### config.mk
export PLATFORM = sky130hd
export DESIGN_NAME = vefc_bbox
export DESIGN_NICKNAME = d
export VERILOG_FILES = /design/src/hw/rtl/vefc_pkg.sv /design/src/hw/rtl/vefc_bbox.sv
export SDC_FILE = /design/constraint.sdc
export NUM_CORES = 1
export LEC_CHECK = 0
export BUFFER_PORTS_ARGS = -buffer_cell sky130_fd_sc_hd__buf_2
export CAP_MARGIN = 20
export CORE_MARGIN = 10
export CORE_UTILIZATION = 49
export CTS_CLUSTER_SIZE = 14
export DETAILED_ROUTE_END_ITERATION = 8
export PLACE_DENSITY = 0.76
export RECOVER_POWER = 100
export SYNTH_ARGS = -nofsm -noshare
export SYNTH_HDL_FRONTEND = slang
export SYNTH_SLANG_ARGS = --single-unit
### constraint.sdc
create_clock -name clk -period 1.6 [get_ports clk]
set_input_delay 0.16 -clock clk [delete_from_list [all_inputs] [get_ports clk]]
set_output_delay 0.16 -clock clk [all_outputs]
set_load 0.01 [all_outputs]
### src/hw/rtl/vefc_pkg.sv
// ----------------------------------------------------------------------------
// vefc_pkg
// Shared types, codes and default sizes of the voxel exposed-face culler.
// ----------------------------------------------------------------------------
package vefc_pkg;

	// Default grid size along each axis
	localparam int GRID_X_DEF = 64;
	localparam int GRID_Y_DEF = 64;
	localparam int GRID_Z_DEF = 64;

	// Field widths
	localparam int CFG_W   = 7;   // extent register width
	localparam int CFG_IW  = 2;   // register index width
	localparam int VOX_W   = 8;   // voxel index width
	localparam int EXT_W   = 9;   // clamped extent width (holds up to 256)
	localparam int COLOR_W = 32;
	localparam int MASK_W  = 6;

	// Extent register reset value
	localparam logic [CFG_W-1:0] EXTENT_RST = 7'd64;

	// Register indexes
	localparam logic [CFG_IW-1:0] CFG_EXTENT_X = 2'd0;
	localparam logic [CFG_IW-1:0] CFG_EXTENT_Y = 2'd1;
	localparam logic [CFG_IW-1:0] CFG_EXTENT_Z = 2'd2;

	// Face mask bit positions
	localparam int FACE_PX = 0;
	localparam int FACE_MX = 1;
	localparam int FACE_PY = 2;
	localparam int FACE_MY = 3;
	localparam int FACE_PZ = 4;
	localparam int FACE_MZ = 5;

	// Request commands
	typedef enum logic [1:0] {
		CMD_MARK    = 2'd0,
		CMD_QUERY   = 2'd1,
		CMD_UNMARK  = 2'd2,
		CMD_RESTART = 2'd3
	} cmd_t;

	// Sequencer states
	typedef enum logic [3:0] {
		ST_CLEAR,
		ST_IDLE,
		ST_RD_C,
		ST_RD_PX,
		ST_RD_MX,
		ST_RD_PY,
		ST_RD_MY,
		ST_EVAL,
		ST_WRITE,
		ST_DONE
	} state_t;

	// Bounding box update request
	typedef struct packed {
		logic             mark;
		logic             restart;
		logic [VOX_W-1:0] x;
		logic [VOX_W-1:0] y;
		logic [VOX_W-1:0] z;
	} box_upd_t;

	// Bounding box status
	typedef struct packed {
		logic             seen;
		logic [VOX_W-1:0] min_x;
		logic [VOX_W-1:0] max_x;
		logic [VOX_W-1:0] min_y;
		logic [VOX_W-1:0] max_y;
		logic [VOX_W-1:0] min_z;
		logic [VOX_W-1:0] max_z;
	} box_stat_t;

endpackage

### src/hw/rtl/vefc_bbox.sv
// ----------------------------------------------------------------------------
// vefc_bbox
// Running bounding box of marked voxel indices.
// ----------------------------------------------------------------------------
module vefc_bbox (
	input  logic                clk,
	input  logic                arst_n,
	input  vefc_pkg::box_upd_t  upd,
	output vefc_pkg::box_stat_t stat
);

	vefc_pkg::box_stat_t box_q;

	// Start, widen or empty the box
	always_ff @(posedge clk or negedge arst_n) begin
		if (!arst_n) begin
			box_q <= '0;
		end else if (upd.restart) begin
			box_q <= '0;
		end else if (upd.mark) begin
			box_q.seen <= 1'b1;
			if (!box_q.seen) begin
				box_q.min_x <= upd.x;
				box_q.max_x <= upd.x;
				box_q.min_y <= upd.y;
				box_q.max_y <= upd.y;
				box_q.min_z <= upd.z;
				box_q.max_z <= upd.z;
			end else begin
				if (upd.x < box_q.min_x) box_q.min_x <= upd.x;
				if (upd.x > box_q.max_x) box_q.max_x <= upd.x;
				if (upd.y < box_q.min_y) box_q.min_y <= upd.y;
				if (upd.y > box_q.max_y) box_q.max_y <= upd.y;
				if (upd.z < box_q.min_z) box_q.min_z <= upd.z;
				if (upd.z > box_q.max_z) box_q.max_z <= upd.z;
			end
		end
	end

	assign stat = box_q;

endmodule

==> impl_results.rst <==
.. list-table::
   :header-rows: 1

   * - Metric
     - Value
   * - Run status
     - finished, violations left
   * - Violations in the final reports
     - negative setup slack
   * - Worst stage delay on the critical path
     - 0.39 ns
   * - Avg Vias per Cell
     - 5.72
   * - Synth Area in XOR/XNOR
     - 0
   * - Detailed Route Iter0 Violations
     - 137
   * - Slowest CP cell
     - dfrtp_1
   * - I/O pin count
     - 77
   * - Number of buffers between clock root and the deepest sink
     - 2
   * - Beginning of the worst register-to-register path
     - stat[33]
   * - Worst-case register-to-register setup slack
     - -0.23 ns
   * - Seq/Total Area, Yosys
     - 0.365
   * - Post-Syn Instances
     - 337
   * - CP required
     - 1.79 ns
   * - Number of input and output port buffers inserted
     - 76
   * - Sequential cell area
     - 0.00123 mm2
   * - Net switching power of the design
     - 1.27 mW
   * - Netlist Area Pre-Place
     - 0.00336 mm2
   * - Clock tree root driver cell
     - clkbuf_8
   * - Maximum fanout along the worst path
     - 7
   * - Overflow left after global routing
     - 0
   * - Die Span Y
     - 103 um
   * - Worst slew pin tran
     - 0.709 ns
   * - Final nets
     - 568
   * - Max-slew headroom
     - 0.527
   * - Crit Reg-Reg Endpoint
     - stat[33]
   * - Seq cells post-synth
     - 49
   * - Number of flip-flops under the largest register name
     - 49
   * - Number of warning messages in the yosys log
     - 0
   * - Time the worst path needs with I/O delays and setup
     - 1.83 ns
   * - DP HPWL
     - 7550 um
   * - DR WL/cell
     - 20.2 um
   * - Hold path endpoint
     - stat[8]
   * - Area used by multi-input combinational logic
     - 0.00263 mm2
   * - Hold path startpoint
     - upd[0]
   * - Power Internal
     - 2.49 mW
   * - Leading post-synthesis cells by cell area
     - dfrtp_1, ha_1, nand2b_1
   * - Core area
     - 0.00672 mm2
   * - Filler cell count in the final layout
     - 426
   * - Average footprint of a synthesized cell
     - 9.97 um2
   * - Final number of hold-violating endpoints
     - 0
   * - Net count after synthesis
     - 410
   * - Largest family of logic cells by synthesized area
     - compound AO/OA/AOI/OAI gates
   * - Antenna violations before repair
     - 0
   * - Area growth, synth to finish
     - 56.1%
   * - Area of the die
     - 0.0106 mm2
   * - Sort of element at the end of the critical path
     - register
   * - Drt drc
     - 0
   * - Die width
     - 103 um
   * - Clock latency on the worst-skew pair
     - 0.30 ns
   * - Arithmetic-cell share of the synthesized area counting full adders, half adders and majority gates
     - 0.168
   * - Max-cap violations
     - 0
   * - Final instance area
     - 0.00525 mm2
   * - Starting density of the core
     - 0.500
   * - Worst hold slack across all endpoints
     - 0.133 ns
   * - DR vias
     - 3295
   * - Clock slew at the register clock pins of the worst setup and hold paths
     - 0.09 ns
   * - Worst reg-to-reg path cell count
     - 8
   * - Final setup fails
     - 48
   * - Fmax achieved
     - 0.546 GHz
   * - Clock power frac
     - 0.252
   * - RSZ-0062 raised after global routing
     - yes
   * - Post-synth EDFFs
     - 0
   * - Setup slack of the critical path after layout
     - -0.232 ns
   * - RD Place Congestion
     - 0.829
   * - Fraction of post-synthesis cell area in the top cell type by area
     - 0.365
   * - Worst min path class
     - input port to register
   * - Post-place instance area
     - 0.00437 mm2
   * - Post-synthesis compound-gate area fraction
     - 0.223
   * - Cell type group with the largest total delay on the critical path
     - compound AO/OA/AOI/OAI gates
   * - Final cycle utilization of the critical path
     - 1.14
   * - CTS tree
     - yes
   * - Critical path start-end classification
     - register to register
   * - Largest net degree at the start of global routing
     - 50
   * - Peak supply drop
     - 0.568 mV
   * - Critical Path Source Type
     - register
   * - Post-synth ARST share
     - 1.00
   * - Clk sinks
     - 49
   * - Instance count along the most critical hold path
     - 2
   * - Maximum clock skew at final layout
     - 0.00855 ns
   * - Number of global-route vias before repair
     - 3508
   * - Reported leakage power
     - 2.31 nW
   * - Most common flop cell mapped by yosys
     - dfrtp_1
   * - Total iterations of the first detailed-routing run
     - 4
   * - Synth unique cells
     - 45
   * - Chain of cells forming the critical path
     - inv_2 > ha_4 > nor2b_4 > o211ai_1 > a21oi_2 > o221ai_4 > buf_6 > o2bb2ai_2
   * - Wire length of the first global-routing pass
     - 17100 um
   * - CTS Buf Count
     - 5
   * - Number of cell rows
     - 30
   * - Final core utilization
     - 0.781
   * - Remaining antenna violation count after routing
     - 0
   * - Simple-gate share of the synthesized area
     - 0.140
   * - Layout cell share with drive strength beyond 1
     - 0.440
   * - Total Wirelength
     - 11600 um
   * - Fraction of power spent switching nets
     - 0.338
   * - Sequential group share of total power
     - 0.369
   * - Post-synth top area cell
     - dfrtp_1
   * - Post-synthesis mux area share
     - 0.0387
   * - CP bufs+invs
     - 2
   * - GRT Total Usage
     - 0.204
   * - Diodes inserted
     - 0
   * - Worst Path Arrival
     - 2.02 ns
   * - Final slew viol count
     - 0
   * - Worst setup slack after placement
     - -0.251 ns
   * - Part of the total power dissipated in combinational logic
     - 0.379
   * - Level count of the clock H-tree
     - 2
   * - P per Cell Area
     - 717 mW/mm2
## synthesized netlist by cell type, types with 2 or more instances
cell type and number:
a21oi_1 16, o211ai_1 5, nand4_1 7, o311ai_1 3, nor2b_1 3, o2bb2ai_1 14
nand2_1 13, o21ai_1 5, nand3b_1 2, ha_1 45, a211o_1 3, o211a_1 2
a22o_1 8, nor2_1 8, o211ai_2 3, a21o_1 2, buf_2 2, o221ai_2 2
mux2i_1 13, nor2_2 2, o21a_1 3, inv_1 48, dfrtp_1 49, clkbuf_1 4
o21ai_0 9, a211oi_1 2, nand2b_1 39, o32ai_1 8
## logic make-up after synthesis
family	Yosys count
multiplexers	13
AND/OR/NAND/NOR	81
AO/OA/AOI/OAI	93
buffers and inverters	56
flip-flops	49
adder cells (fa/ha/maj)	45
## repair_timing
item / CTS / global route
endpoints found under the hold margin: 49 / 0
endpoints found under the setup margin: 48 / 48
setup buffers: 9 / 6
hold buffers: 1 / 0
resized for setup: 71 / 48
pin swaps: 32 / 36
## worst register-to-register path: cells and delay by family (launching register included)
family	cells	cell delay, ns
fa+ha+maj	1	0.27
simple gates	1	0.12
buf+inv	2	0.23
compound gates	4	0.72
flops	1	0.39
## layer usage
layer	track usage	vias up	part of all wire
met4	0.0385	0	0.011
li1	-	1539	-
met1	0.239	1655	0.42
met2	0.371	88	0.52
met3	0.0462	13	0.046
met5	0	-	0
## power by group through the flow
stage | clock (mW) | sequential, mW | combinational, mW
after detailed placement | 0 | 1.41 | 1.05
after global placement | 0 | 1.40 | 1.01
after CTS | 0.956 | 1.38 | 1.25
final | 0.947 | 1.39 | 1.43
after global routing | 1.02 | 1.40 | 1.54
after floorplan | 0 | 1.46 | 0.502
## final cells by class
| type | count | area share |
|---|---|---|
| Timing Repair Buffer | 158 | 0.188 |
| Sequential cell | 49 | 0.234 |
| Inverter | 49 | 0.0351 |
| Multi-Input combinational cell | 232 | 0.502 |
| Clock inverter | 1 | 0.00572 |
| Tap cell | 80 | 0.0191 |
| Clock buffer | 7 | 0.0165 |
## placed cells by master, fill, tap and decap left out, types with 3 or more instances in the layout
master / instances
buf_4: 61
a21oi_4: 4
nand2_1: 10
nor2_2: 3
o2bb2ai_2: 8
clkbuf_8: 6
nand2b_1: 39
a21oi_2: 5
nor2_1: 6
ha_4: 17
o211ai_1: 5
a21oi_1: 7
o32ai_2: 6
buf_6: 10
ha_1: 28
dfrtp_1: 49
nand4_1: 7
o2bb2ai_4: 6
a22o_1: 8
buf_2: 34
inv_1: 36
mux2i_1: 13
inv_2: 13
o21ai_2: 8
a211o_1: 3
clkbuf_1: 49
## worst max path at each step
stage,from,end,depth (start not counted)
2_1_floorplan,stat[21],stat[16],8
3_3_place_gp,stat[47],stat[40],6
3_5_place_dp,stat[21],stat[23],7
4_1_cts,stat[21],stat[17],7
5_1_grt,stat[21],stat[18],7
6_report,stat[33],stat[33],8
## stage by stage
step / instances / power (mW) / setup TNS [ns]
2_1_floorplan: 337 / 1.96 / -3.09
3_3_place_gp: 552 / 2.41 / -6.28
3_5_place_dp: 552 / 2.45 / -8.72
4_1_cts: 570 / 3.59 / -4.67
5_1_grt: 576 / 3.95 / -10.03
6_report: 576 / 3.76 / -6.96
No activity file was read; power rests on OpenSTA's default activity.
